File: config.mk
export PLATFORM = sky130hd
export DESIGN_NAME = counting_semaphore_fifo_top_flat
export DESIGN_NICKNAME = d
export VERILOG_FILES = /design/src/csf_pkg.sv /design/src/csf_req_if.sv /design/src/csf_rsp_if.sv /design/src/csf_queue.sv /design/src/csf_ctrl.sv /design/src/counting_semaphore_fifo_top.sv /design/src/flat_wrapper.sv
export VERILOG_INCLUDE_DIRS = /design/src /design/src/src
export SDC_FILE = /design/constraint.sdc
export NUM_CORES = 1
export LEC_CHECK = 0
export ABC_AREA = 1
export BUFFER_PORTS_ARGS = -buffer_cell sky130_fd_sc_hd__buf_2
export CAP_MARGIN = 20
export CORE_ASPECT_RATIO = 0.9
export CORE_MARGIN = 2
export CORE_UTILIZATION = 30
export DETAILED_ROUTE_END_ITERATION = 10
export PLACE_DENSITY = 0.5
export RECOVER_POWER = 50
export SLEW_MARGIN = 20
export SYNTH_ARGS = -nofsm -noshare
export SYNTH_HDL_FRONTEND = slang
export SYNTH_SLANG_ARGS = --single-unit
File: constraint.sdc
create_clock -name clk -period 2.6 [get_ports clk]
set_clock_uncertainty 0.2 [all_clocks]
set_input_delay 0.65 -clock clk [delete_from_list [all_inputs] [get_ports clk]]
set_output_delay 0.65 -clock clk [all_outputs]
set_load 0.02 [all_outputs]
File: src/counting_semaphore_fifo_top_defines.svh
// ----------------------------------------------------------------------------
// Counting semaphore assertion macros
// Shared concurrent assertion shorthands for the semaphore block.
// ----------------------------------------------------------------------------
`ifndef COUNTING_SEMAPHORE_FIFO_TOP_DEFINES_SVH
`define COUNTING_SEMAPHORE_FIFO_TOP_DEFINES_SVH

// same-cycle implication
`define CSF_ASSERT_IMP(label, clk, rst, ante, cons) \
  label: assert property (@(posedge clk) disable iff (rst) (ante) |-> (cons)) \
    else $error("semaphore assertion failed");

// next-cycle implication
`define CSF_ASSERT_NEXT(label, clk, rst, ante, cons) \
  label: assert property (@(posedge clk) disable iff (rst) (ante) |=> (cons)) \
    else $error("semaphore assertion failed");

`endif

File: src/csf_pkg.sv
// ----------------------------------------------------------------------------
// Counting semaphore package
// Field widths, request codes, result status codes and shared structs.
// ----------------------------------------------------------------------------
`default_nettype none

package csf_pkg;

  localparam int TASK_W = 8;
  localparam int CNT_W  = 8;
  localparam int WAIT_W = 5;

  localparam logic ACT_LOCK   = 1'b0;
  localparam logic ACT_UNLOCK = 1'b1;

  typedef enum logic [2:0] {
    ST_GRANTED  = 3'd0,
    ST_QUEUED   = 3'd1,
    ST_RELEASED = 3'd2,
    ST_HANDOFF  = 3'd3,
    ST_FULL     = 3'd4,
    ST_NOTHING  = 3'd5
  } status_t;

  typedef struct packed {
    logic push;
    logic pop;
  } queue_cmd_t;

  typedef struct packed {
    logic empty;
    logic full;
  } queue_stat_t;

  typedef struct packed {
    status_t             status;
    logic [TASK_W-1:0]   woken_task;
    logic [CNT_W-1:0]    holders_now;
    logic [WAIT_W-1:0]   waiters_now;
  } result_t;

endpackage

`default_nettype wire

File: src/csf_req_if.sv
// ----------------------------------------------------------------------------
// Semaphore request channel
// Valid/ready channel carrying one lock or unlock request.
// ----------------------------------------------------------------------------
`default_nettype none

interface csf_req_if;
  import csf_pkg::*;

  logic              valid;
  logic              ready;
  logic              action;
  logic [TASK_W-1:0] task_id;

  modport source (output valid, action, task_id, input ready);
  modport sink   (input valid, action, task_id, output ready);
endinterface

`default_nettype wire

File: src/csf_rsp_if.sv
// ----------------------------------------------------------------------------
// Semaphore result channel
// Valid/ready channel carrying the outcome of one request.
// ----------------------------------------------------------------------------
`default_nettype none

interface csf_rsp_if;
  import csf_pkg::*;

  logic              valid;
  logic              ready;
  status_t           status;
  logic [TASK_W-1:0] woken_task;
  logic [CNT_W-1:0]  holders_now;
  logic [WAIT_W-1:0] waiters_now;

  modport source (output valid, status, woken_task, holders_now, waiters_now, input ready);
  modport sink   (input valid, status, woken_task, holders_now, waiters_now, output ready);
endinterface

`default_nettype wire

File: src/csf_queue.sv
// ----------------------------------------------------------------------------
// Semaphore wait queue
// Circular buffer of waiting task ids with a prefetched head entry.
// ----------------------------------------------------------------------------
`default_nettype none

`include "counting_semaphore_fifo_top_defines.svh"

module csf_queue #(
  parameter  int QUEUE_DEPTH = 16,
  localparam int FILL_W      = $clog2(QUEUE_DEPTH + 1)
) (
  input  wire logic                       clk,
  input  wire logic                       rst,
  input  wire csf_pkg::queue_cmd_t        cmd,
  input  wire logic [csf_pkg::TASK_W-1:0] wdata,
  output csf_pkg::queue_stat_t            stat,
  output logic [csf_pkg::TASK_W-1:0]      head_data,
  output logic [FILL_W-1:0]               fill_after
);
  import csf_pkg::*;

  localparam int PTR_W = $clog2(QUEUE_DEPTH);

  logic [TASK_W-1:0] mem [QUEUE_DEPTH];
  logic [PTR_W-1:0]  head;
  logic [PTR_W-1:0]  tail;
  logic [FILL_W-1:0] fill;
  logic [PTR_W-1:0]  head_next;
  logic [PTR_W-1:0]  tail_next;

  function automatic logic [PTR_W-1:0] ptr_inc(input logic [PTR_W-1:0] p);
    ptr_inc = (p == PTR_W'(QUEUE_DEPTH - 1)) ? '0 : p + 1'b1;
  endfunction

  assign stat.empty = (fill == '0);
  assign stat.full  = (fill == FILL_W'(QUEUE_DEPTH));

  always_comb begin
    head_next  = cmd.pop  ? ptr_inc(head) : head;
    tail_next  = cmd.push ? ptr_inc(tail) : tail;
    fill_after = fill;
    if (cmd.push) begin
      fill_after = fill + 1'b1;
    end else if (cmd.pop) begin
      fill_after = fill - 1'b1;
    end
  end

  always_ff @(posedge clk) begin
    if (rst) begin
      head <= '0;
      tail <= '0;
      fill <= '0;
    end else begin
      head <= head_next;
      tail <= tail_next;
      fill <= fill_after;
    end
  end

  // head entry is prefetched from the next head pointer; a push into the head slot is forwarded
  always_ff @(posedge clk) begin
    if (cmd.push) begin
      mem[tail] <= wdata;
    end
    if (cmd.push && (tail == head_next)) begin
      head_data <= wdata;
    end else begin
      head_data <= mem[head_next];
    end
  end

  `CSF_ASSERT_IMP(a_fill_bound, clk, rst, 1'b1, fill <= FILL_W'(QUEUE_DEPTH))
  `CSF_ASSERT_IMP(a_no_push_full, clk, rst, cmd.push, !stat.full && !cmd.pop)
  `CSF_ASSERT_IMP(a_no_pop_empty, clk, rst, cmd.pop, !stat.empty)
  `CSF_ASSERT_NEXT(a_push_fill, clk, rst, cmd.push, fill == FILL_W'($past(fill) + 1'b1))

endmodule

`default_nettype wire

File: src/csf_ctrl.sv
// ----------------------------------------------------------------------------
// Semaphore control
// Holder count, holder limit register and per-request decision.
// ----------------------------------------------------------------------------
`default_nettype none

module csf_ctrl #(
  parameter int FILL_W = 5
) (
  input  wire logic                       clk,
  input  wire logic                       rst,
  input  wire logic                       cfg_we,
  input  wire logic [csf_pkg::CNT_W-1:0]  cfg_data,
  input  wire logic                       go,
  input  wire logic                       action,
  input  wire csf_pkg::queue_stat_t       qstat,
  input  wire logic [csf_pkg::TASK_W-1:0] head_data,
  input  wire logic [FILL_W-1:0]          fill_after,
  output csf_pkg::queue_cmd_t             qcmd,
  output csf_pkg::result_t                result
);
  import csf_pkg::*;

  logic [CNT_W-1:0] max_holders;
  logic [CNT_W-1:0] holder_count;
  logic [CNT_W-1:0] holder_count_next;
  queue_cmd_t       cmd;

  always_comb begin
    cmd               = '0;
    holder_count_next = holder_count;
    result            = '0;
    case (action)
      ACT_LOCK: begin
        if (holder_count < max_holders) begin
          holder_count_next = holder_count + 1'b1;
          result.status     = ST_GRANTED;
        end else if (!qstat.full) begin
          cmd.push      = 1'b1;
          result.status = ST_QUEUED;
        end else begin
          result.status = ST_FULL;
        end
      end
      ACT_UNLOCK: begin
        if (!qstat.empty) begin
          cmd.pop           = 1'b1;
          result.status     = ST_HANDOFF;
          result.woken_task = head_data;
        end else if (holder_count != '0) begin
          holder_count_next = holder_count - 1'b1;
          result.status     = ST_RELEASED;
        end else begin
          result.status = ST_NOTHING;
        end
      end
      default: begin
        result.status = ST_NOTHING;
      end
    endcase
    result.holders_now = holder_count_next;
    result.waiters_now = WAIT_W'(fill_after);
    qcmd.push          = go && cmd.push;
    qcmd.pop           = go && cmd.pop;
  end

  always_ff @(posedge clk) begin
    if (rst) begin
      max_holders  <= CNT_W'(1);
      holder_count <= '0;
    end else begin
      if (cfg_we) begin
        max_holders <= cfg_data;
      end
      if (go) begin
        holder_count <= holder_count_next;
      end
    end
  end

endmodule

`default_nettype wire

File: src/counting_semaphore_fifo_top.sv
// ----------------------------------------------------------------------------
// Counting semaphore with FIFO wait queue
// Request register, decision and queue update, result register.
// ----------------------------------------------------------------------------
// Accepts one lock or unlock request per cycle while results are taken and
// returns one result per request via the request register and the result
// register. The holder count and the queue pointers settle between those
// registers, so back-to-back requests each see the state left by the one
// before. Lock requests beyond max_holders wait in a QUEUE_DEPTH-entry FIFO
// (ST_FULL if it is full); an unlock hands ownership to the oldest waiter.
// A max_holders write takes effect for the next request processed.
`default_nettype none

module counting_semaphore_fifo_top #(
  parameter int QUEUE_DEPTH = 16
) (
  input  wire logic                      clk,
  input  wire logic                      rst,
  csf_req_if.sink                        req,
  csf_rsp_if.source                      rsp,
  input  wire logic                      cfg_we,
  input  wire logic [csf_pkg::CNT_W-1:0] cfg_data
);
  import csf_pkg::*;

  localparam int FILL_W = $clog2(QUEUE_DEPTH + 1);

  logic              req_valid;
  logic              req_action;
  logic [TASK_W-1:0] req_task;
  logic              rsp_valid;
  result_t           rsp_data;
  logic              go;

  queue_cmd_t        qcmd;
  queue_stat_t       qstat;
  logic [TASK_W-1:0] head_data;
  logic [FILL_W-1:0] fill_after;
  result_t           result;

  assign go        = req_valid && (!rsp_valid || rsp.ready);
  assign req.ready = !req_valid || go;

  always_ff @(posedge clk) begin
    if (rst) begin
      req_valid <= 1'b0;
    end else if (req.ready) begin
      req_valid <= req.valid;
    end
    if (req.valid && req.ready) begin
      req_action <= req.action;
      req_task   <= req.task_id;
    end
  end

  csf_ctrl #(
    .FILL_W (FILL_W)
  ) u_ctrl (
    .clk        (clk),
    .rst        (rst),
    .cfg_we     (cfg_we),
    .cfg_data   (cfg_data),
    .go         (go),
    .action     (req_action),
    .qstat      (qstat),
    .head_data  (head_data),
    .fill_after (fill_after),
    .qcmd       (qcmd),
    .result     (result)
  );

  csf_queue #(
    .QUEUE_DEPTH (QUEUE_DEPTH)
  ) u_queue (
    .clk        (clk),
    .rst        (rst),
    .cmd        (qcmd),
    .wdata      (req_task),
    .stat       (qstat),
    .head_data  (head_data),
    .fill_after (fill_after)
  );

  always_ff @(posedge clk) begin
    if (rst) begin
      rsp_valid <= 1'b0;
    end else if (go) begin
      rsp_valid <= 1'b1;
    end else if (rsp.ready) begin
      rsp_valid <= 1'b0;
    end
    if (go) begin
      rsp_data <= result;
    end
  end

  assign rsp.valid       = rsp_valid;
  assign rsp.status      = rsp_data.status;
  assign rsp.woken_task  = rsp_data.woken_task;
  assign rsp.holders_now = rsp_data.holders_now;
  assign rsp.waiters_now = rsp_data.waiters_now;

endmodule

`default_nettype wire
File: src/flat_wrapper.sv
// flat-port wrapper written by rule: the top's interface ports become plain ports
module counting_semaphore_fifo_top_flat import csf_pkg::*;
#(
  parameter int QUEUE_DEPTH = 16
)
  (clk, rst, cfg_we, cfg_data, req_valid, req_action, req_task_id, req_ready, rsp_valid, rsp_status, rsp_woken_task, rsp_holders_now, rsp_waiters_now, rsp_ready);
  csf_req_if req_i ();
  csf_rsp_if rsp_i ();
  input  wire logic clk;
  input  wire logic rst;
  input  wire logic cfg_we;
  input  wire logic [csf_pkg::CNT_W-1:0] cfg_data;
  input wire logic [$bits(req_i.valid)-1:0] req_valid;
  input wire logic [$bits(req_i.action)-1:0] req_action;
  input wire logic [$bits(req_i.task_id)-1:0] req_task_id;
  output wire logic [$bits(req_i.ready)-1:0] req_ready;
  output wire logic [$bits(rsp_i.valid)-1:0] rsp_valid;
  output wire logic [$bits(rsp_i.status)-1:0] rsp_status;
  output wire logic [$bits(rsp_i.woken_task)-1:0] rsp_woken_task;
  output wire logic [$bits(rsp_i.holders_now)-1:0] rsp_holders_now;
  output wire logic [$bits(rsp_i.waiters_now)-1:0] rsp_waiters_now;
  input wire logic [$bits(rsp_i.ready)-1:0] rsp_ready;
  assign req_i.valid = req_valid;
  assign req_i.action = req_action;
  assign req_i.task_id = req_task_id;
  assign req_ready = req_i.ready;
  assign rsp_valid = rsp_i.valid;
  assign rsp_status = rsp_i.status;
  assign rsp_woken_task = rsp_i.woken_task;
  assign rsp_holders_now = rsp_i.holders_now;
  assign rsp_waiters_now = rsp_i.waiters_now;
  assign rsp_i.ready = rsp_ready;
  counting_semaphore_fifo_top #(.QUEUE_DEPTH(QUEUE_DEPTH)) u_core (.clk(clk), .rst(rst), .req(req_i), .rsp(rsp_i), .cfg_we(cfg_we), .cfg_data(cfg_data));
endmodule
==> parameters.txt, run 1 <==
Parameter                              Value

Outcome
  Run status    finished clean

Floorplan
  Placeable Area    27,900 µm²
  Floorplan die height    164 µm
  Initial Util    30.6%
  Floorplan die width    182 µm
  Top-level port count    48
  Rows    58
  Full die area    29,800 µm²

CTS
  Cts-stage hold buffer count    0
  Clock insertion delay at the later pin of the skew report    430 ps
  Number of CTS-inserted buffers    17
  Clk sink count    196
  Post-CTS clock slew at the launch and capture registers of the worst setup and hold paths    70 ps
  Buffers inserted by post-CTS timing repair    0
  Buffer type at the clock tree root    clkbuf_16
  Bufs on Longest Clock Path    2
  H-Tree Depth    4
  TritonCTS clock tree    done
  Post-cts repair resize count    0

Global routing
  Total grt overflow    0
  Global-route total usage across every layer    14.2%
  First-pass GRT wire length    32.0 mm
  Vias in the first global route    5,496
  Pin count of the biggest net entering global routing    38
  Initial antenna violation count    0

Placement
  Post-DP HPWL    13.8 mm
  Final weighted congestion in routability-driven placement    0.794
  Total placed cells including tap cells    1,205
  Worst slack at placement    202 ps
  Number of I/O port buffers    47

Detailed routing
  Via count    5,858
  Routed WL    20.5 mm
  Iteration count of the initial detailed-routing pass    5
  Post-detailed-route count of antenna-violating nets    0
  Initial drt markers    503
  Mean routed wirelength per cell    16.6 µm
  Detailed-route vias per instance    4.74
  # DRC    0

Yosys
  Cell area after synthesis    8540 µm²
  Number of enable flip-flop cells after synthesis    161
  Post-synthesis sequential area ratio    64.8%
  Cell types with the highest counts after synthesis    edfxtp_1 (161), nand2_1 (128), nor2_1 (109), o21ai_0 (84), inv_1 (61)
  Synth top area share    56.6%
  Top-count cell post-synth    edfxtp_1
  Flops & latches, synth    196
  Post-Synthesis Net Count    838
  Synthesis Warnings    0
  Post-synthesis async set-or-reset flop share    0%
  Post-synth top area cell    edfxtp_1
  Flip-flop cell with the highest count after synthesis    edfxtp_1
  Instance count of the mapped netlist    798
  Mean instance size in the synthesized netlist    10.7 µm²
  Leading post-synthesis cells by cell area    edfxtp_1 (57%), dfxtp_1 (8.2%), nand2_1 (5.6%)
  Post-synthesis cell type count    36

Cells and area
  Share of final-layout standard cells stronger than drive strength 1    13.5%
  Multi-input gate area in the final layout    2580 µm²
  Diode count    0
  Final #Nets    904
  Filler cells    2,772
  Filler-free cell count of the finished design    1,236
  Growth of design area from synthesis to finish    15.2%
  Sequential cell area    5540 µm²

Worst setup path
  Critical path endpoint category    flip-flop
  Largest fanout on the critical path    16
  Worst setup SP type    flip-flop
  CP required    2540 ps
  Most prevalent standard cell on the critical path    buf_4
  Slowest CP cell    dfxtp_1
  Worst EP arrival    2360 ps
  Critical path start-end classification    reg2reg
  Crit path cell chain    ha_1 -> nand2_1 -> nor2_1 -> nand2_4 -> nand2_8 -> nand4_4 -> buf_4 -> nor3_1 -> buf_4
  Depth of the worst register-to-register path    9
  Slowest Stage Delay on Critical Path    400 ps
  Register-to-register path setup slack    190 ps

STA
  Time the worst path needs with I/O delays and setup    2410 ps
  Hold Slack    186 ps
  Normalized max-slew margin    25.6%
  Final clock period utilization by the worst path    92.8%
  Achievable Freq    415 MHz
  Setup ws final    188 ps
  Final-report hold violation count    0
  Max-slew violation total from the final report    0
  Setup repair after global routing missed its margin    no
  Setup-violating endpoint count in the final report    0
  Transition time at the pin with the least slew margin    1120 ps

Min path
  Hold WC Path Type    in2reg
  Hold path cells    1

Power and ir drop
  P_leak    3.72 nW
  Total power per unit cell area    688 nW/µm²
  Overall power consumption    6.77 mW
  Worst-case vdd ir drop    0.324 mV

Flow run
  Number of maximum-capacitance constraint violations    0
## worst max-delay path, delay by kind of cell, from the launching register on
family | cells | cell delay (ps)
and+or+nand+nor | 6 | 780
adders and majority gates | 1 | 310
buffers and inverters | 2 | 430
DFF | 1 | 400
## cells in the final DEF (no fill, tap or decap), drive strengths merged, types with 3 or more instances in the layout
| master | count |
|---|---|
| edfxtp | 161 |
| nand2 | 134 |
| nor2 | 112 |
| o21ai | 90 |
| inv | 68 |
| buf | 68 |
| nand3 | 37 |
| dfxtp | 35 |
| a21oi | 33 |
| clkbuf | 32 |
| o22ai | 23 |
| ha | 18 |
| xor2 | 12 |
| nand4 | 12 |
| o211ai | 9 |
| a211oi | 9 |
| clkinv | 7 |
| nor3 | 6 |
| clkinvlp | 4 |
| xnor2 | 3 |
## cell type report
class	instances	share of cell area, %
tap	360	4.58
sequential	196	56.3
inverter	65	2.48
timing repair buffer	83	5.00
clock inverter	14	1.08
clock buffer	17	4.32
multi-input combinational	501	26.3
## sequential cells by signal, summed over array words and instances (netlist names), 3 cells and up, named ones only
register	flops
u_core.u_queue.head	4
u_core.u_ctrl.max_holders	8
u_core.rsp.woken_task	8
u_core.rsp.status	3
u_core.rsp.waiters_now	5
u_core.req_task	8
u_core.u_queue.tail	4
u_core.u_ctrl.holder_count	8
u_core.u_queue.fill	5
u_core.rsp.holders_now	8
u_core.u_queue.mem	128
## final timing paths
path / from / endpoint
max reg2reg: u_core.u_ctrl.holder_count[6]$_SDFFE_PP0P_ / u_core.u_queue.mem[7][2]$_DFFE_PP_
min: req_task_id[2] / u_core.req_task[2]$_DFFE_PP_
max: u_core.u_ctrl.holder_count[6]$_SDFFE_PP0P_ / u_core.u_queue.mem[7][2]$_DFFE_PP_
min reg2reg: u_core.u_ctrl.max_holders[1]$_SDFFE_PP0P_ / u_core.u_ctrl.max_holders[1]$_SDFFE_PP0P_
## power breakdown
part / internal [mW] / switching [mW]
Sequential: 3.49 / 0.0801
Clock: 1.23 / 1.20
Combinational: 0.250 / 0.528
## layer usage
metal	up-vias	global-route usage, %	share of wire (%)
met3	18	3.02	5.2
met5	-	0	0
met2	157	21.3	43
li1	2915	-	-
met4	0	3.88	1.2
met1	2768	20.9	50
## cells by family (layout without fill, tap and decap cells)
kind of cell    count (synthesis)  in the layout  share of synthesized area [%]
fa+ha+maj                      18             18                           2.64
flops                         196            196                           64.8
xor+xnor                       15             15                           1.54
buf+inv                       101            179                           4.91
compound gates                165            165                           10.7
simple gates                  303            303                           15.4
## metrics by stage
| step | util [%] | instance area (µm²) | TNS (ps) |
|---|---|---|---|
| floorplan | - | 8540 | -140 |
| global placement | 33.4 | 9330 | 0 |
| detailed placement | 33.4 | 9330 | 0 |
| CTS | 35.3 | 9870 | 0 |
| global route | 35.2 | 9840 | 0 |
| finish | 35.2 | 9840 | 0 |
Note: power is estimated with default switching activity, not from simulation.
==> run 2: changes to the inputs <==
--- a/config.mk
+++ b/config.mk
@@ -9,12 +9,14 @@
 export ABC_AREA = 1
 export BUFFER_PORTS_ARGS = -buffer_cell sky130_fd_sc_hd__buf_2
 export CAP_MARGIN = 20
+export CELL_PAD_IN_SITES_DETAIL_PLACEMENT = 0
+export CELL_PAD_IN_SITES_GLOBAL_PLACEMENT = 2
 export CORE_ASPECT_RATIO = 0.9
 export CORE_MARGIN = 2
 export CORE_UTILIZATION = 30
 export DETAILED_ROUTE_END_ITERATION = 10
-export PLACE_DENSITY = 0.5
-export RECOVER_POWER = 50
+export MAX_ROUTING_LAYER = met4
+export PLACE_DENSITY = 0.67
 export SLEW_MARGIN = 20
 export SYNTH_ARGS = -nofsm -noshare
 export SYNTH_HDL_FRONTEND = slang
==> run 2 against run 1 <==
Against the previous run:
- flip-flop and latch count is the same
- highest routed layer unchanged
- setup slack gained 73 ps
- final area grew 1.4%
- clock power grew 7%
- maximum frequency grew 3.1%
- register-to-register slack gained 70 ps
- non-clock buffer count grew 3
- largest power group unchanged
==> parameters.txt, run 2 (synthesized netlist as in run 1, its figures left out) <==
Parameter                              Value

Outcome
  Run status    finished clean

Floorplan
  Floorplan die width    182 µm (unchanged)
  Initial Util    30.6% (unchanged)
  Placeable Area    27,900 µm² (unchanged)
  Full die area    29,800 µm² (unchanged)
  Top-level port count    48 (unchanged)
  Rows    58 (unchanged)
  Floorplan die height    164 µm (unchanged)

Worst setup path
  Critical path endpoint category    flip-flop
  Depth of the worst register-to-register path    10 (+1)
  FF-to-FF Start    u_core.u_ctrl.max_holders[7]$_SDFFE_PP0P_
  Count of buffer and inverter cells on the critical path    3 (+1)
  Worst EP arrival    2280 ps (-80 ps)
  Register-to-register path setup slack    260 ps (+70 ps)
  Worst setup path end    u_core.u_queue.mem[5][1]$_DFFE_PP_
  Crit path cell chain    inv_1 -> ha_1 -> nand2_1 -> o21a_1 -> nand2_8 -> nand4_4 -> inv_1 -> nand2_1 -> nor2_1 -> buf_4
  Capture point of the worst reg-to-reg path    u_core.u_queue.mem[5][1]$_DFFE_PP_
  Worst setup SP type    flip-flop
  CP top delay family    simple AND/OR/NAND/NOR gates
  Critical path start-end classification    reg2reg
  Crit. Startpoint    u_core.u_ctrl.max_holders[7]$_SDFFE_PP0P_
  Number of gates on the worst path with buffers counted    10 (+1)
  Slowest CP cell    dfxtp_1
  Slowest Stage Delay on Critical Path    310 ps (-90 ps)
  CP required    2540 ps (about the same)
  Largest fanout on the critical path    10 (-6)

Power and ir drop
  Clock group share of total power    37.3% (+1.5 points)
  Cell internal power dissipation    5.05 mW (+1.8%)
  Sw power    1.93 mW (+6.9%)
  Switching portion of total power    27.6% (+0.96 points)
  P_leak    3.82 nW (+2.7%)
  Part of the total power dissipated in combinational logic    11.8% (+0.3 points)
  Overall power consumption    6.98 mW (+3.1%)
  Worst-case vdd ir drop    0.382 mV (+18%)
  Total power per unit cell area    699 nW/µm² (+1.7%)
  Sequential group share of total power    50.9% (-1.8 points)

Detailed routing
  Mean routed wirelength per cell    17.1 µm (+2.7%)
  Routed WL    21.2 mm (+3.0%)
  # DRC    0 (unchanged)
  Iteration count of the initial detailed-routing pass    5 (unchanged)
  Initial drt markers    540 (+7.4%)
  Detailed-route vias per instance    4.67 (-1.4%)
  Via count    5,796 (-1.1%)
  Post-detailed-route count of antenna-violating nets    0 (unchanged)

CTS
  H-Tree Depth    4 (unchanged)
  Cts-stage hold buffer count    0 (unchanged)
  Number of CTS-inserted buffers    17 (unchanged)
  Bufs on Longest Clock Path    2 (unchanged)
  Post-CTS clock slew at the launch and capture registers of the worst setup and hold paths    80 ps (about the same)
  TritonCTS clock tree    done
  Post-cts repair resize count    0 (unchanged)
  Clk sink count    196 (unchanged)
  Buffer type at the clock tree root    clkbuf_16
  Buffers inserted by post-CTS timing repair    0 (unchanged)
  Clock insertion delay at the later pin of the skew report    430 ps (about the same)

Cells and area
  Register bank with the most flops    u_core.u_queue.mem
  Final #Nets    907 (+0.33%)
  Filler cells    2,794 (+0.79%)
  Most common library cell in the layout ignoring fill and taps    edfxtp_1
  Share of final-layout standard cells stronger than drive strength 1    15.5% (+2.0 points)
  Largest register FFs    128 (unchanged)
  Diode count    0 (unchanged)
  Growth of design area from synthesis to finish    16.9%
  Leading cell types in the layout, fill and taps excluded    edfxtp_1 (161), nand2_1 (128), nor2_1 (109), o21ai_0 (84), inv_1 (60)

STA
  Setup ws final    260 ps (+72.6 ps)
  Time the worst path needs with I/O delays and setup    2340 ps (-72.6 ps)
  Final clock period utilization by the worst path    90.0% (-2.8 points)
  Transition time at the pin with the least slew margin    657 ps (-459 ps)
  Normalized max-slew margin    56.2% (+31 points)
  Achievable Freq    427 MHz (+3.1%)
  Setup-violating endpoint count in the final report    0 (unchanged)
  Max-slew violation total from the final report    0 (unchanged)
  Setup repair after global routing missed its margin    no
  Final-report hold violation count    0 (unchanged)

Global routing
  Global-route total usage across every layer    15.3% (+1.0 points)
  Pin count of the biggest net entering global routing    65 (+71%)
  Total grt overflow    0 (unchanged)
  Vias in the first global route    5,624 (+2.3%)
  Initial antenna violation count    0 (unchanged)
  First-pass GRT wire length    33.1 mm (+3.4%)

Min path
  Hold WC Path Type    in2reg
  Hold path cells    1 (unchanged)

Placement
  Number of I/O port buffers    47 (unchanged)
  Post-DP HPWL    13.6 mm (-1.5%)
  Final weighted congestion in routability-driven placement    0.806 (+1.5%)
  Worst slack at placement    238 ps (+35.8 ps)

Flow run
  Number of maximum-capacitance constraint violations    0 (unchanged)
==> run 2: changes by cell type in the layout (fill, tap and decap cells not counted), moves of 2 or more <==
| cell | before | now |
|---|---|---|
| buf_2 | 36 | 47 |
| clkinvlp_4 | 4 | 1 |
| inv_6 | 3 | 5 |
| buf_12 | 1 | 4 |
| buf_4 | 31 | 35 |
| clkbuf_2 | 2 | 0 |
| clkbuf_1 | 13 | 1 |
| clkinv_1 | 3 | 1 |
| clkinv_8 | 0 | 3 |
==> run 2: power by group through the flow <==
stage               registers, mW  logic, mW  clock network, mW
floorplan                    3.64      0.519                  0
global placement             3.63      0.836                  0
detailed placement           3.63      0.828                  0
CTS                          3.56      0.832               2.67
global route                 3.57      0.928               2.78
finish                       3.56      0.822               2.60
==> run 2: layer usage <==
layer  part of all wire [%]  track usage (%)
met1                     50             21.4
met2                     46             23.2
met4                   0.55             3.14
met3                    3.7             2.79
met5                      0                -
==> run 2: stage by stage <==
| step | TNS, ps | hold slack, ps | cells | cell area [µm²] | util (%) |
|---|---|---|---|---|---|
| final | 0 | 190 | 1240 | 9980 | 35.7 |
| after global routing | 0 | 168 | 1240 | 9980 | 35.7 |
| after CTS | 0 | 173 | 1240 | 9980 | 35.7 |
| after detailed placement | 0 | 258 | 1208 | 9390 | 33.6 |
| after global placement | 0 | 256 | 1208 | 9390 | 33.6 |
| after floorplan | -140 | 235 | 798 | 8540 | - |
==> run 2: how the worst min path moves through the flow <==
stage	slack (ps)	endpoint	from
after floorplan	240	u_core.u_ctrl.max_holders[7]$_SDFFE_PP0P_	u_core.u_ctrl.max_holders[7]$_SDFFE_PP0P_
after detailed placement	260	u_core.u_ctrl.max_holders[5]$_SDFFE_PP0P_	u_core.u_ctrl.max_holders[5]$_SDFFE_PP0P_
after global placement	260	u_core.u_ctrl.max_holders[3]$_SDFFE_PP0P_	u_core.u_ctrl.max_holders[3]$_SDFFE_PP0P_
final	190	u_core.req_task[4]$_DFFE_PP_	req_task_id[4]
after global routing	170	u_core.req_task[6]$_DFFE_PP_	req_task_id[6]
after CTS	170	u_core.req_task[4]$_DFFE_PP_	req_task_id[4]
==> run 2: worst reg2reg max path: cells and delay by family, from the launching register on <==
| family | cells | cell delay [ps] |
|---|---|---|
| DFF | 1 | 310 |
| and+or+nand+nor | 5 | 610 |
| buffers and inverters | 3 | 380 |
| AOI/OAI and AO/OA | 1 | 250 |
| adders and majority gates | 1 | 290 |
==> run 2: layout make-up <==
class,count,area (µm²),share of cell area [%]
inverters,65,244,2.44
flip-flops and latches,196,5540,55.5
repair buffers,86,578,5.79
clock inverters,14,156,1.57
well taps,360,450,4.51
clock buffers,18,429,4.30
multi-input cells,501,2580,25.9
==> run 3: changes to the inputs <==
--- a/config.mk
+++ b/config.mk
@@ -17,6 +17,7 @@
 export DETAILED_ROUTE_END_ITERATION = 10
 export MAX_ROUTING_LAYER = met4
 export PLACE_DENSITY = 0.67
+export REMOVE_ABC_BUFFERS = 1
 export SLEW_MARGIN = 20
 export SYNTH_ARGS = -nofsm -noshare
 export SYNTH_HDL_FRONTEND = slang
==> run 3 against run 2 <==
Against the previous run:
- combinational power is essentially flat
- critical path type unchanged
- non-clock buffer count unchanged
- via count grew 0.50%
- power grew 2.8%
- flip-flop and latch count unchanged
- maximum frequency shrank 0.70%
==> parameters.txt, run 3 (synthesized netlist as in run 1, its figures left out) <==
Parameter                              Value

Placement
  Post-DP HPWL    14.5 mm (+7.0%)
  Total placed cells including tap cells    1,208 (unchanged)
  Final weighted congestion in routability-driven placement    0.786 (-2.5%)
  Number of I/O port buffers    47 (unchanged)
  Worst slack at placement    265 ps (+27.3 ps)

Detailed routing
  Iteration count of the initial detailed-routing pass    5 (unchanged)
  Initial drt markers    409 (-24%)
  Mean routed wirelength per cell    17.5 µm (+2.7%)
  Via count    5,825 (+0.50%)
  Routed WL    21.7 mm (+2.7%)
  Detailed-route vias per instance    4.70 (+0.50%)
  # DRC    0 (unchanged)
  Post-detailed-route count of antenna-violating nets    0 (unchanged)

STA
  Setup-violating endpoint count in the final report    0 (unchanged)
  Setup repair after global routing missed its margin    no
  Achievable Freq    424 MHz (-0.70%)
  Final-layout setup total negative slack    0 ps (unchanged)
  Final-report hold violation count    0 (unchanged)
  Transition time at the pin with the least slew margin    738 ps (+81.4 ps)
  Final clock period utilization by the worst path    90.6% (+0.63 points)
  Time the worst path needs with I/O delays and setup    2360 ps (+16.5 ps)
  Normalized max-slew margin    50.8% (-5.4 points)
  Setup ws final    244 ps (-16.5 ps)
  Max-slew violation total from the final report    0 (unchanged)

Power and ir drop
  Total power per unit cell area    716 nW/µm² (+2.4%)
  P_leak    3.85 nW (+0.78%)
  Overall power consumption    7.17 mW (+2.8%)
  Worst-case vdd ir drop    0.469 mV (+23%)

Cells and area
  Filler-free cell count of the finished design    1,240 (unchanged)
  Register bank with the most flops    u_core.u_queue.mem
  Most common library cell in the layout ignoring fill and taps    edfxtp_1
  Final core utilization    35.9% (+0.13 points)
  Growth of design area from synthesis to finish    17.3%
  Diode count    0 (unchanged)
  Largest register FFs    128 (unchanged)
  Leading cell types in the layout, fill and taps excluded    edfxtp_1 (161), nand2_1 (128), nor2_1 (109), o21ai_0 (84), inv_1 (60)
  Share of final-layout standard cells stronger than drive strength 1    15.6% (+0.11 points)
  Final #Nets    907 (unchanged)

Worst setup path
  Crit. Startpoint    u_core.u_ctrl.holder_count[7]$_SDFFE_PP0P_
  Critical path start-end classification    reg2reg
  CP required    2550 ps (about the same)
  Critical path endpoint category    flip-flop
  Worst setup SP type    flip-flop
  Largest fanout on the critical path    10 (unchanged)
  Worst EP arrival    2310 ps (+30 ps)
  FF-to-FF Start    u_core.u_ctrl.holder_count[7]$_SDFFE_PP0P_

Global routing
  Met3 usage    2.68% (-0.11 points)
  Met2 track demand over resource in global routing    23.7% (+0.49 points)
  Vias in the first global route    5,596 (-0.50%)
  Total grt overflow    0 (unchanged)
  First-pass GRT wire length    33.7 mm (+1.8%)
  Global routing usage on met1    21.6% (+0.23 points)
  Pin count of the biggest net entering global routing    65 (unchanged)
  GRT Max-Usage Layer    met2
  Global-route total usage across every layer    15.6% (+0.36 points)
  Initial antenna violation count    0 (unchanged)

CTS
  H-Tree Depth    4 (unchanged)
  Post-cts repair resize count    0 (unchanged)
  Number of CTS-inserted buffers    17 (unchanged)
  Bufs on Longest Clock Path    2 (unchanged)
  Buffers inserted by post-CTS timing repair    0 (unchanged)
  Clock insertion delay at the later pin of the skew report    450 ps (+20 ps)
  Clk sink count    196 (unchanged)
  Cts-stage hold buffer count    0 (unchanged)
  Buffer type at the clock tree root    clkbuf_16
  Post-CTS clock slew at the launch and capture registers of the worst setup and hold paths    80 ps (about the same)
  TritonCTS clock tree    done

Floorplan
  Rows    58 (unchanged)
  Placeable Area    27,900 µm² (unchanged)
  Full die area    29,800 µm² (unchanged)
  Top-level port count    48 (unchanged)
  Floorplan die width    182 µm (unchanged)
  Initial Util    30.6% (unchanged)
  Floorplan die height    164 µm (unchanged)

Flow run
  Number of maximum-capacitance constraint violations    0 (unchanged)

Min path
  Hold WC Path Type    in2reg
  Hold wc startpoint    req_task_id[5]

Outcome
  Run status    finished clean
-- run 3: routing by layer --
layer	vias up	share of wire, %
li1	2911	-
met1	2777	49
met2	120	45
met3	17	4.4
met4	0	1.1
met5	-	0
-- run 3: final cells by class --
cell class,count,area [µm²]
clock buffer,18,429
clock inverter,14,206
fill,2808,17900
inverter,65,244
multi-input combinational,501,2580
sequential,196,5540
tap,360,450
timing repair buffer,86,566
-- run 3: report_power, final --
group,total [mW],internal [mW],switching (mW)
sequential,3.56,3.48,0.0726
combinational,0.822,0.269,0.553
clock,2.80,1.42,1.38
-- run 3: path summary, 6_finish.rpt --
check | to | slack, ps | cells after the start
setup / recovery | u_core.u_queue.mem[3][2]$_DFFE_PP_ | 240 | 8
hold / removal | u_core.req_task[5]$_DFFE_PP_ | 170 | 1
setup reg to reg | u_core.u_queue.mem[3][2]$_DFFE_PP_ | 240 | 8
hold reg to reg | u_core.u_ctrl.max_holders[2]$_SDFFE_PP0P_ | 270 | 2
-- run 3: critical path, cell delays in order (launching register included) --
cell,delay [ps]
dfxtp_1,360
ha_1,310
nand2_1,70
o21a_1,260
nand2_8,140
nand4_4,100
buf_4,200
nor3_1,180
buf_4,230
-- run 3: through the flow --
step	hold slack [ps]	instance area, µm²
2_1_floorplan	235	8360
3_3_place_gp	258	9380
3_5_place_dp	256	9380
4_1_cts	150	10000
5_1_grt	154	10000
6_report	171	10000
